$ cat src/hdl/wmn_pkg.sv
// Shared types and constants for the window maximum normalizer.
// Used by the register block, controller, datapath and top level; no dependencies.
package wmn_pkg;

  localparam int unsigned SAMPLE_W = 32;
  localparam int unsigned IDX_W    = 6;
  localparam int unsigned PCT_W    = 7;
  localparam int unsigned QBITS    = 7;
  // A sample times 100 needs seven more bits than the sample.
  localparam int unsigned PROD_W   = SAMPLE_W + QBITS;
  localparam int unsigned STEP_W   = 3;

  localparam logic [PCT_W-1:0]    PERCENT_FULL      = 7'd100;
  localparam logic [SAMPLE_W-1:0] SCALE_FLOOR_RESET = 32'd100;

  localparam int unsigned PADDR_W = 3;
  // Register index sits in paddr[2]; index 0 is scale_floor.
  localparam logic REG_SCALE_FLOOR = 1'b0;

  typedef struct packed {
    logic              wr;         // write accepted sample, advance head
    logic              rd;         // read history at the read pointer
    logic              max_clear;  // load the running maximum with the floor
    logic              max_acc;    // fold the read data into the maximum
    logic              max_fin;    // force a zero divisor to one
    logic              mul_load;   // scale the read data by 100
    logic              div_step;   // one restoring division step
    logic [STEP_W-1:0] qbit;       // quotient bit worked on by div_step
    logic              out_load;   // load the output register
    logic [IDX_W-1:0]  idx;        // window position of the loaded point
    logic              last;       // newest point flag
  } cmd_t;

  typedef struct packed {
    logic out_free;  // output register empty or being emptied this cycle
  } status_t;

endpackage

$ cat src/hdl/wmn_if.sv
// Valid/ready channel interfaces for samples in and normalized points out.
// Widths come from wmn_pkg.
interface wmn_sample_if;
  logic                         valid;
  logic                         ready;
  logic [wmn_pkg::SAMPLE_W-1:0] new_sample;

  modport source (output valid, output new_sample, input ready);
  modport sink   (input valid, input new_sample, output ready);
endinterface

interface wmn_point_if;
  logic                      valid;
  logic                      ready;
  logic [wmn_pkg::IDX_W-1:0] point_index;
  logic [wmn_pkg::PCT_W-1:0] percent;
  logic                      last_point;

  modport source (output valid, output point_index, output percent, output last_point,
                  input ready);
  modport sink   (input valid, input point_index, input percent, input last_point,
                  output ready);
endinterface

$ cat src/hdl/wmn_regs.sv
// APB-style configuration register block holding scale_floor.
// Depends on wmn_pkg for widths, reset value and register decode.
module wmn_regs (
  input  logic                         clk,
  input  logic                         rst,
  input  logic                         psel,
  input  logic                         penable,
  input  logic                         pwrite,
  input  logic [wmn_pkg::PADDR_W-1:0]  paddr,
  input  logic [31:0]                  pwdata,
  output logic [31:0]                  prdata,
  output logic                         pready,
  output logic [wmn_pkg::SAMPLE_W-1:0] scale_floor
);

  logic hit;

  assign hit    = (paddr[2] == wmn_pkg::REG_SCALE_FLOOR);
  assign pready = 1'b1;
  assign prdata = hit ? scale_floor : 32'd0;

  always_ff @(posedge clk) begin
    if (rst) begin
      scale_floor <= wmn_pkg::SCALE_FLOOR_RESET;
    end else if (psel && penable && pwrite && pready && hit) begin
      scale_floor <= pwdata;
    end
  end

endmodule

$ cat src/hdl/wmn_ctrl.sv
// Sequencer for the normalizer: accept, maximum pass, then read, scale,
// divide and emit for each window position. Depends on wmn_pkg.
module wmn_ctrl #(
  parameter int unsigned WINDOW = 60
) (
  input  logic             clk,
  input  logic             rst,
  input  logic             in_valid,
  output logic             in_ready,
  input  wmn_pkg::status_t status,
  output wmn_pkg::cmd_t    cmd
);

  typedef enum logic [7:0] {
    S_IDLE = 8'b0000_0001,
    S_MAX  = 8'b0000_0010,
    S_MAXW = 8'b0000_0100,
    S_FIN  = 8'b0000_1000,
    S_RD   = 8'b0001_0000,
    S_MUL  = 8'b0010_0000,
    S_DIV  = 8'b0100_0000,
    S_EMIT = 8'b1000_0000
  } state_t;

  localparam logic [wmn_pkg::IDX_W-1:0] LAST_IDX = wmn_pkg::IDX_W'(WINDOW - 1);

  state_t                       state, state_next;
  logic [wmn_pkg::IDX_W-1:0]    k, k_next;
  logic [wmn_pkg::STEP_W-1:0]   step, step_next;

  assign in_ready = (state == S_IDLE);

  always_comb begin
    state_next = state;
    k_next     = k;
    step_next  = step;
    cmd        = '0;
    cmd.qbit   = step;
    cmd.idx    = k;
    cmd.last   = (k == LAST_IDX);
    unique case (state)
      S_IDLE: begin
        if (in_valid) begin
          cmd.wr        = 1'b1;
          cmd.max_clear = 1'b1;
          k_next        = '0;
          state_next    = S_MAX;
        end
      end
      S_MAX: begin
        cmd.rd = 1'b1;
        // Read data arrives in the cycle after the address.
        cmd.max_acc = (k != '0);
        if (k == LAST_IDX) begin
          state_next = S_MAXW;
        end else begin
          k_next = k + 1'b1;
        end
      end
      S_MAXW: begin
        cmd.max_acc = 1'b1;
        state_next  = S_FIN;
      end
      S_FIN: begin
        cmd.max_fin = 1'b1;
        k_next      = '0;
        state_next  = S_RD;
      end
      S_RD: begin
        cmd.rd     = 1'b1;
        state_next = S_MUL;
      end
      S_MUL: begin
        cmd.mul_load = 1'b1;
        step_next    = wmn_pkg::STEP_W'(wmn_pkg::QBITS - 1);
        state_next   = S_DIV;
      end
      S_DIV: begin
        cmd.div_step = 1'b1;
        if (step == '0) begin
          state_next = S_EMIT;
        end else begin
          step_next = step - 1'b1;
        end
      end
      S_EMIT: begin
        if (status.out_free) begin
          cmd.out_load = 1'b1;
          if (k == LAST_IDX) begin
            state_next = S_IDLE;
          end else begin
            k_next     = k + 1'b1;
            state_next = S_RD;
          end
        end
      end
      default: begin
        state_next = S_IDLE;
      end
    endcase
  end

  always_ff @(posedge clk) begin
    if (rst) begin
      state <= S_IDLE;
      k     <= '0;
      step  <= '0;
    end else begin
      state <= state_next;
      k     <= k_next;
      step  <= step_next;
    end
  end

endmodule

$ cat src/hdl/wmn_dp.sv
// Datapath: circular sample history memory, running maximum, x100 scaling,
// restoring divider and output register. Depends on wmn_pkg; driven by wmn_ctrl.
module wmn_dp #(
  parameter int unsigned WINDOW = 60
) (
  input  logic                         clk,
  input  logic                         rst,
  input  logic [wmn_pkg::SAMPLE_W-1:0] new_sample,
  input  logic [wmn_pkg::SAMPLE_W-1:0] scale_floor,
  input  wmn_pkg::cmd_t                cmd,
  output wmn_pkg::status_t             status,
  output logic                         out_valid,
  input  logic                         out_ready,
  output logic [wmn_pkg::IDX_W-1:0]    point_index,
  output logic [wmn_pkg::PCT_W-1:0]    percent,
  output logic                         last_point
);

  localparam int unsigned PTR_W = $clog2(WINDOW);
  localparam logic [PTR_W-1:0] PTR_LAST = PTR_W'(WINDOW - 1);

  logic [wmn_pkg::SAMPLE_W-1:0] mem [WINDOW];
  logic [WINDOW-1:0]            vld;
  logic [wmn_pkg::SAMPLE_W-1:0] mem_q;
  logic                         vld_q;
  logic [wmn_pkg::SAMPLE_W-1:0] rd_val;

  logic [PTR_W-1:0] head, head_next;
  logic [PTR_W-1:0] rd_ptr, rd_ptr_inc;

  logic [wmn_pkg::SAMPLE_W-1:0] acc;
  logic [wmn_pkg::PROD_W-1:0]   rem;
  logic [wmn_pkg::PROD_W-1:0]   trial;
  logic [wmn_pkg::QBITS-1:0]    quo;
  logic [wmn_pkg::PCT_W-1:0]    pct;

  assign head_next  = (head == PTR_LAST) ? '0 : head + 1'b1;
  assign rd_ptr_inc = (rd_ptr == PTR_LAST) ? '0 : rd_ptr + 1'b1;

  // Entries never written since reset read as zero.
  assign rd_val = vld_q ? mem_q : '0;

  always_ff @(posedge clk) begin
    if (cmd.wr) begin
      mem[head] <= new_sample;
    end
    if (cmd.rd) begin
      mem_q <= mem[rd_ptr];
      vld_q <= vld[rd_ptr];
    end
  end

  always_ff @(posedge clk) begin
    if (rst) begin
      vld    <= '0;
      head   <= '0;
      rd_ptr <= '0;
    end else if (cmd.wr) begin
      vld[head] <= 1'b1;
      head      <= head_next;
      // The new head is the oldest entry: reads start there.
      rd_ptr    <= head_next;
    end else if (cmd.rd) begin
      rd_ptr <= rd_ptr_inc;
    end
  end

  always_ff @(posedge clk) begin
    if (cmd.max_clear) begin
      acc <= scale_floor;
    end else if (cmd.max_acc) begin
      if (rd_val > acc) begin
        acc <= rd_val;
      end
    end else if (cmd.max_fin) begin
      if (acc == '0) begin
        acc <= wmn_pkg::SAMPLE_W'(1);
      end
    end
  end

  assign trial = wmn_pkg::PROD_W'(acc) << cmd.qbit;

  always_ff @(posedge clk) begin
    if (cmd.mul_load) begin
      rem <= wmn_pkg::PROD_W'(rd_val) * wmn_pkg::PROD_W'(wmn_pkg::PERCENT_FULL);
      quo <= '0;
    end else if (cmd.div_step) begin
      if (rem >= trial) begin
        rem            <= rem - trial;
        quo[cmd.qbit]  <= 1'b1;
      end
    end
  end

  assign pct = (quo > wmn_pkg::PERCENT_FULL) ? wmn_pkg::PERCENT_FULL : quo;

  assign status.out_free = !out_valid || out_ready;

  always_ff @(posedge clk) begin
    if (rst) begin
      out_valid <= 1'b0;
    end else if (cmd.out_load) begin
      out_valid <= 1'b1;
    end else if (out_ready) begin
      out_valid <= 1'b0;
    end
  end

  always_ff @(posedge clk) begin
    if (cmd.out_load) begin
      point_index <= cmd.idx;
      percent     <= pct;
      last_point  <= cmd.last;
    end
  end

endmodule

$ cat src/hdl/window_max_normalizer_core.sv
// Top level of the window maximum normalizer: register block, controller and datapath.
// Depends on wmn_pkg, wmn_if, wmn_regs, wmn_ctrl and wmn_dp.
//
//   channel  | dir | beat payload                          | handshake
//   ---------+-----+---------------------------------------+---------------------
//   samples  | in  | new_sample[31:0]                      | valid/ready
//   points   | out | point_index[5:0] percent[6:0] last    | valid/ready
//   apb      | in  | paddr[2:0] pwdata[31:0] -> prdata     | psel/penable, pready=1
//
// Each sample beat produces WINDOW point beats: one history read per cycle for the
// maximum, then per point a read, a x100 scale and seven divider steps, one
// quotient bit per cycle. The output register lets the next sample be taken
// while the last point still waits. Reset clears the history valid bits at once
// and sets scale_floor to 100. An output stall holds the sequencer in its emit step.
module window_max_normalizer_core #(
  parameter int unsigned WINDOW = 60
) (
  input  logic                        clk,
  input  logic                        rst,
  input  logic                        psel,
  input  logic                        penable,
  input  logic                        pwrite,
  input  logic [wmn_pkg::PADDR_W-1:0] paddr,
  input  logic [31:0]                 pwdata,
  output logic [31:0]                 prdata,
  output logic                        pready,
  wmn_sample_if.sink                  samples,
  wmn_point_if.source                 points
);

  logic [wmn_pkg::SAMPLE_W-1:0] scale_floor;
  wmn_pkg::cmd_t                cmd;
  wmn_pkg::status_t             status;

  wmn_regs u_regs (
    .clk         (clk),
    .rst         (rst),
    .psel        (psel),
    .penable     (penable),
    .pwrite      (pwrite),
    .paddr       (paddr),
    .pwdata      (pwdata),
    .prdata      (prdata),
    .pready      (pready),
    .scale_floor (scale_floor)
  );

  wmn_ctrl #(.WINDOW(WINDOW)) u_ctrl (
    .clk      (clk),
    .rst      (rst),
    .in_valid (samples.valid),
    .in_ready (samples.ready),
    .status   (status),
    .cmd      (cmd)
  );

  wmn_dp #(.WINDOW(WINDOW)) u_dp (
    .clk         (clk),
    .rst         (rst),
    .new_sample  (samples.new_sample),
    .scale_floor (scale_floor),
    .cmd         (cmd),
    .status      (status),
    .out_valid   (points.valid),
    .out_ready   (points.ready),
    .point_index (points.point_index),
    .percent     (points.percent),
    .last_point  (points.last_point)
  );

endmodule

$ cat src/flat_wrapper.sv
// flat-port wrapper written by rule: the top's interface ports become plain ports
module window_max_normalizer_core_flat 
#(
  parameter int unsigned WINDOW = 60
)
  (clk, rst, psel, penable, pwrite, paddr, pwdata, prdata, pready, samples_valid, samples_new_sample, samples_ready, points_valid, points_point_index, points_percent, points_last_point, points_ready);
  wmn_sample_if samples_i ();
  wmn_point_if points_i ();
  input  logic clk;
  input  logic rst;
  input  logic psel;
  input  logic penable;
  input  logic pwrite;
  input  logic [wmn_pkg::PADDR_W-1:0] paddr;
  input  logic [31:0] pwdata;
  output logic [31:0] prdata;
  output logic pready;
  input wire logic [$bits(samples_i.valid)-1:0] samples_valid;
  input wire logic [$bits(samples_i.new_sample)-1:0] samples_new_sample;
  output wire logic [$bits(samples_i.ready)-1:0] samples_ready;
  output wire logic [$bits(points_i.valid)-1:0] points_valid;
  output wire logic [$bits(points_i.point_index)-1:0] points_point_index;
  output wire logic [$bits(points_i.percent)-1:0] points_percent;
  output wire logic [$bits(points_i.last_point)-1:0] points_last_point;
  input wire logic [$bits(points_i.ready)-1:0] points_ready;
  assign samples_i.valid = samples_valid;
  assign samples_i.new_sample = samples_new_sample;
  assign samples_ready = samples_i.ready;
  assign points_valid = points_i.valid;
  assign points_point_index = points_i.point_index;
  assign points_percent = points_i.percent;
  assign points_last_point = points_i.last_point;
  assign points_i.ready = points_ready;
  window_max_normalizer_core #(.WINDOW(WINDOW)) u_core (.clk(clk), .rst(rst), .psel(psel), .penable(penable), .pwrite(pwrite), .paddr(paddr), .pwdata(pwdata), .prdata(prdata), .pready(pready), .samples(samples_i), .points(points_i));
endmodule
$ cat config.mk
export PLATFORM = sky130hd
export DESIGN_NAME = window_max_normalizer_core_flat
export DESIGN_NICKNAME = d
export VERILOG_FILES = /design/src/hdl/wmn_pkg.sv /design/src/hdl/wmn_if.sv /design/src/hdl/wmn_regs.sv /design/src/hdl/wmn_ctrl.sv /design/src/hdl/wmn_dp.sv /design/src/hdl/window_max_normalizer_core.sv /design/src/flat_wrapper.sv
export SDC_FILE = /design/constraint.sdc
export NUM_CORES = 2
export LEC_CHECK = 0
export BUFFER_PORTS_ARGS = -buffer_cell sky130_fd_sc_hd__buf_2
export CAP_MARGIN = 5
export CELL_PAD_IN_SITES_DETAIL_PLACEMENT = 1
export CELL_PAD_IN_SITES_GLOBAL_PLACEMENT = 1
export CORE_MARGIN = 1
export CORE_UTILIZATION = 50
export CTS_CLUSTER_DIAMETER = 120
export CTS_CLUSTER_SIZE = 25
export DETAILED_ROUTE_END_ITERATION = 12
export PLACE_DENSITY_LB_ADDON = 0.1
export SKIP_CTS_REPAIR_TIMING = 1
export SYNTH_ARGS = -nofsm -noshare
export SYNTH_HDL_FRONTEND = slang
export SYNTH_SLANG_ARGS = --single-unit
$ cat constraint.sdc
create_clock -name clk -period 5.1 [get_ports clk]
set_clock_uncertainty 0.05 [all_clocks]
set_input_delay 0.255 -clock clk [delete_from_list [all_inputs] [get_ports clk]]
set_output_delay 0.255 -clock clk [all_outputs]
set_load 0.05 [all_outputs]
# Word-level counts from Yosys, hierarchy flattened
# Memory sizes are Yosys's and may differ from the RTL's. A register that Yosys moved wholly into a read port is not among the register bits.
# Index checks and enable logic that the tools add are counted.
[op_classes] add_sub_neg=5 multipliers=1 order_cmp=8 eq_ne=17 shifts=1 mux=45 bitwise_logic=3 reduce_logical=25
[ops] cell="32-bit two-way mux" n=7
[ops] cell="39-bit two-way mux" n=3
[ops] cell="8-bit case mux with 8 select lines" n=1
[ops] cell="60-bit bitwise OR" n=1
[ops] cell="6-bit two-way mux" n=7
[ops] cell="39-bit greater-or-equal comparator" n=1
[ops] cell="32-bit by 3-bit left shift with 39-bit output" n=1
[ops] cell="39-bit subtractor" n=1
[ops] cell="32-bit by 5-bit multiplier with 37-bit output (second input constant)" n=1
[ops] cell="32-bit > comparator" n=1
[ops] cell="32-bit zero test" n=1
[ops] cell="8-bit two-way mux" n=4
[ops] cell="6-bit case mux with 4 select lines" n=1
[ops] cell="6-bit by 1-bit adder with 6-bit output (second input constant)" n=3
[ops] cell="6-bit equality test (second input constant)" n=3
[ops] cell="1-bit two-way mux" n=15
[ops] cell="6-bit by 7-bit less-than comparator with 1-bit output (second input constant)" n=2
[ops] cell="2-bit nonzero test" n=5
[ops] cell="8-bit by 1-bit equality test with 1-bit output (second input constant)" n=1
[ops] cell="8-bit by 2-bit equality test with 1-bit output (second input constant)" n=1
[ops] cell="8-bit by 3-bit equality test with 1-bit output (second input constant)" n=1
[ops] cell="8-bit by 4-bit equality test with 1-bit output (second input constant)" n=1
[ops] cell="8-bit by 5-bit equality test with 1-bit output (second input constant)" n=1
[ops] cell="8-bit by 6-bit equality test with 1-bit output (second input constant)" n=1
[ops] cell="30 further kinds" n=41
[totals] reg_bits=215 ramBits=1920 input_bits=74 out_inout_bits=49 elab_cells=122 mem_count=1
[memory_table] memory="u_core.u_dp.mem" words=60 width=32 rd=1 rd_clocked_by_memory_dff=1 wr=1 line_no="wmn_dp.sv:22" rtl="logic [wmn_pkg::SAMPLE_W-1:0] mem [WINDOW];"

# Logic depth before layout (Yosys ltp)
[logic_depth] word_depth=5 ltp_mapped=21 depth_no_buf=17

# Hierarchy
# Synthesis repeated with hierarchy kept, for this count alone.
[unflattened] cells_unflattened=4907 hier_area_um2=91351.4
[modules_own_cells] module="wmn_dp" instances=1 cells_each=4610 area_per_inst_um2=88638.8 seq_area_each_um2=62780.2
[modules_own_cells] module="wmn_regs" instances=1 cells_each=177 area_per_inst_um2=1682.9 seq_area_each_um2=640.6
[modules_own_cells] module="wmn_ctrl" instances=1 cells_each=120 area_per_inst_um2=1029.7 seq_area_each_um2=340.3

# Least setup slack after synthesis
# No wires, ideal clock.
[synth_timing] path_type="register to register" start="register u_core.u_ctrl.step[0] (netlist bit)" end="register u_core.u_dp.rem[10] (netlist bit) (enable)" setup_ps=511 t_arrival_ps=4647 required_time_ps=4539 path_slack_ps=-107 path_stages_with_launch=17 n_path_buf=5 synth_period_minus_slack_ps=5207 cell_sequence="dfxtp_1 clkbuf_1 buf_1 clkbuf_1 clkbuf_1 a21oi_1 mux2i_1 ha_1 o211a_1 o31ai_2 a32oi_1 a221o_1 a21oi_1 o31ai_2 a31oi_4 buf_2 nand2_1"
[synth_via] elab_chain_len=4
[synth_lines] element="start: declaration" line_no="wmn_ctrl.sv:29" rtl="logic [wmn_pkg::STEP_W-1:0] step, step_next;"
[synth_lines] element="start signal: assignment" line_no="wmn_ctrl.sv:111" rtl="step <= step_next;"
[synth_lines] element="32-bit by 3-bit left shift with 39-bit output" line_no="wmn_dp.sv:82" rtl="assign trial = wmn_pkg::PROD_W'(acc) << cmd.qbit;"
[synth_lines] element="39-bit greater-or-equal comparator" line_no="wmn_dp.sv:89" rtl="if (rem >= trial) begin"
[synth_lines] element="2-bit nonzero test (no line)"
[synth_lines] element="2-bit AND reduction (no line)"
[synth_lines] element="end signal: assignment" line_no="wmn_dp.sv:86" rtl="rem <= wmn_pkg::PROD_W'(rd_val) * wmn_pkg::PROD_W'(wmn_pkg::PERCENT_FULL);"
[synth_lines] element="end signal: assignment" line_no="wmn_dp.sv:90" rtl="rem <= rem - trial;"
[synth_lines] element="end: declaration" line_no="wmn_dp.sv:32" rtl="logic [wmn_pkg::PROD_W-1:0] rem;"
# No other way between the ends.
# A chain may end at the register's enable or synchronous reset.

# Worst setup path in the final report
[layout_timing] start="register u_core.u_dp.vld_q" end="register u_core.u_dp.rem[38] (netlist bit), data pin"
[layout_via] elab_chain_len=3
[layout_lines] element="start: declaration" line_no="wmn_dp.sv:25" rtl="logic vld_q;"
[layout_lines] element="start signal: assignment" line_no="wmn_dp.sv:49" rtl="vld_q <= vld[rd_ptr];"
[layout_lines] element="32-bit two-way mux" line_no="wmn_dp.sv:41" rtl="assign rd_val = vld_q ? mem_q : '0;"
[layout_lines] element="32-bit by 5-bit multiplier with 37-bit output" line_no="wmn_dp.sv:86"
[layout_lines] element="39-bit two-way mux" line_no="wmn_dp.sv:85" rtl="if (cmd.mul_load) begin"
# No other way between the ends.

==> metrics <==
worst hold margin 33.6 ps; routed wirelength normalized by instance count about 33 µm; cell type group with the largest total delay on the critical path compound AO/OA/AOI/OAI gates; number of enable-type register cells in the synthesized netlist 2036; RSZ-0062 raised after global routing no; Post-synth ARST share 0%; portion of total power attributed to the clock network 27.4%; share of post-route cells with drive strength above 1 between 20% and 30%; largest net degree at the start of global routing around 80; top-count cell post-synth edfxtp_1; Worst-Skew Late Latency roughly 800 ps; clock-pin slew on the worst setup and hold paths 100 ps; detailed-route DRC error count 0; switching share of power approximately 24%; Final Cycle Share 92.3%; # IOs 123; list of most frequent post-synthesis cells 2036 x edfxtp_1, 637 x mux4_2, 227 x nor2_1, 212 x nand2_1, 182 x inv_1; peak clock frequency supported by timing 212 MHz; Synth Register Bits 2167; Int Power 0.0253 W; Slew headroom 14.6%; critical path type flop to flop; synthesized area per cell 18.9 µm²; list of cells traversed by the critical path buf_12 > and2_1 > ha_1 > ha_1 > ha_1 > fa_1 > a21oi_1 > o211ai_1 > a31o_2 > a41o_1 > a2111o_1 > a31oi_1 > nor3_1 > a221oi_1 > o21ai_1; count of routing violations after the opening detailed-route iteration between 5000 and 6000; Net Count, Synth ~5100; slew of the pin with the lowest slew margin 1280 ps; total die area around 0.18 mm²; number of input and output port buffers inserted 119; relative contribution of combinational cells to total power a little over an eighth; global-route wire length before repair 351000 µm; weighted congestion at the end of routability-driven global placement 0.875; power density of the placed cells 339 mW/mm²; Mapped Cells 4803; overflow left after global routing 0; Leak between 30 and 40 nW; All-Layer GR Usage approximately 27%; count of yosys warnings during synthesis 0; arrival time reported for the critical path endpoint 5210 ps; clock period minus worst slack ~4700 ps; Sinks on Clock Net 2167; vertical extent of the die about 430 µm; dominant register cell in the synthesized netlist edfxtp_1; final max-slew violation count 0; count of placed standard cells in the final layout, fillers left out 7390; Row Count 155; Synth top area share between 60% and 70%; Final TNS setup 0 ps; type of destination of the critical path flop; leading cell types by total area after synthesis edfxtp_1 67%, mux4_2 16%, dfxtp_1 2.9%, ha_1 2.2%, nor2_1 0.94%; final hold vios 0; Layout area overhead 8.97%; cell area after synthesis 0.0906 mm²; total number of vias roughly 47000; largest voltage drop on the vdd net approximately 270 µV; number of iterations in the first detailed-routing pass 7; cell occurring most often along the worst timing path ha_1; Crit path buffers/inverters 1; final-stage net count approximately 5200; initial core utilization approximately half; required time of the critical path roughly 5600 ps; category of the worst setup path launch point flop; core box area 0.179 mm²; most area-hungry cell type in the Yosys netlist edfxtp_1; H-tree depth 3; number of global-route vias before repair between 40000 and 50000; post-placement cell count 7190; critical path's slowest cell fa_1; max-capacitance violation count 0; Seq pwr share 59.0%; proportion of synthesized chip area in sequential cells 70.4%; library cells used by synthesis 81; setup-violating endpoint count in the final report 0; outcome finished clean; detailed-placement wirelength estimate 155000 µm; crit path max fanout 70; power spent charging and discharging nets 0.00812 W; cts bufs inserted just under 100; width of the die 428 µm; post-route ant nets 0; DR vias/cell 6.34; total routed wirelength roughly 250000 µm; max incr delay on CP 470 ps; maximum count of clock buffers along a single path 3; clock root cell clkbuf_16; hold crit path type primary input to flop; CTS tree yes; antenna violations before repair 21
## power by group through the flow
stage          Sequential, W  Clock (W)  Combinational [W]
2_1_floorplan         0.0200          0            0.00307
5_1_grt               0.0197    0.00985            0.00490
3_3_place_gp          0.0201          0            0.00453
3_5_place_dp          0.0201          0            0.00458
4_1_cts               0.0197    0.00937            0.00460
6_report              0.0197    0.00916            0.00455
## per-layer routing
layer  wire [µm]  global-route usage (%)  vias to the layer above
li1            -                       -                    19600
met1      105000                    39.2                    25400
met2      120000                    44.3                     1602
met3       16100                    3.70                      224
met4        5860                    6.54                        2
met5          13                       0                        -
## flip-flops by register name, summed over array words and instances, names as in the netlist
signal,cells
u_core.u_dp.mem,1920
u_core.u_dp.vld,60
u_core.u_dp.rem,39
u_core.u_dp.acc,32
u_core.u_dp.mem_q,32
u_core.u_regs.scale_floor,32
u_core.u_ctrl.state,8
u_core.u_dp.percent,7
u_core.u_dp.quo,7
u_core.u_ctrl.k,6
u_core.u_dp.head,6
u_core.u_dp.point_index,6
u_core.u_dp.rd_ptr,6
u_core.u_ctrl.step,3
u_core.u_dp.last_point,1
u_core.u_dp.out_valid,1
u_core.u_dp.vld_q,1
## layout by cell type (no fill, tap or decap), drive strengths merged, types with 9 or more instances in the layout
cell type and count:
nand3 43, mux2i 85, nand4 24, o22ai 29
xor2 53, clkbuf 152, o211ai 10, nor3 18
mux4 637, and3 28, o21ai 110, fa 26
ha 160, o21ba 16, a21o 35, or2 9
xnor2 37, edfxtp 2036, o221ai 18, nor2 227
dfxtp 131, a32o 11, nand2b 10, nor4 18
nand3b 17, a31oi 11, nor2b 46, buf 289
and2 34, a21oi 139, dlygate4sd3 34, inv 188
a22o 28, nand2 212
## worst register-to-register path, delay by kind of cell (launching register included)
family                     cells  cell delay, ps
AOI/OAI and AO/OA              8            2170
and+or+nand+nor                2             310
buffers and inverters          1             210
DFF                            1             430
adders and majority gates      4            1300
## cell families (layout without fill, tap and decap cells)
logic type / count (synthesis) / in the layout / synth area share (%)
DFF: 2167 / 2167 / 70.4
buffers and inverters: 441 / 670 / 1.92
adders and majority gates: 188 / 188 / 2.81
xor gates and xnor gates: 90 / 90 / 0.870
muxes: 724 / 724 / 16.8
and+or+nand+nor: 707 / 707 / 3.66
AOI/OAI and AO/OA: 485 / 485 / 3.54
other: 1 / 4 / 0.00414
## final timing paths
path / from / to / slack, ps / cells after the start
min reg2reg: u_core.u_dp.vld[46]$_SDFFE_PP0P_ / u_core.u_dp.vld[46]$_SDFFE_PP0P_ / 430 / 2
max reg2reg: u_core.u_dp.vld_q$_DFFE_PP_ / u_core.u_dp.rem[38]$_DFFE_PP_ / 390 / 15
min: rst / u_core.u_ctrl.state[7]$_SDFFE_PP0P_ / 30 / 2
max: u_core.u_dp.vld_q$_DFFE_PP_ / u_core.u_dp.rem[38]$_DFFE_PP_ / 390 / 15
## per-stage QoR
step	setup slack, ps	power, W	area [µm²]	util (%)
detailed placement	388	0.0247	95500	53.3
finish	391	0.0334	98700	55.1
floorplan	33.2	0.0231	90600	-
global route	125	0.0345	98700	55.1
global placement	394	0.0246	95500	53.3
CTS	366	0.0337	98400	54.9
## cell type report
class	instances	area, µm²
Fill cell	15800	80500
Timing Repair Buffer	323	2900
Multi-Input combinational cell	2195	25500
Antenna cell	3	7.51
Inverter	184	691
Tap cell	2355	2950
Clock buffer	152	2700
Sequential cell	2167	63800
Clock inverter	11	135
Note: power is estimated with default switching activity, not from simulation.
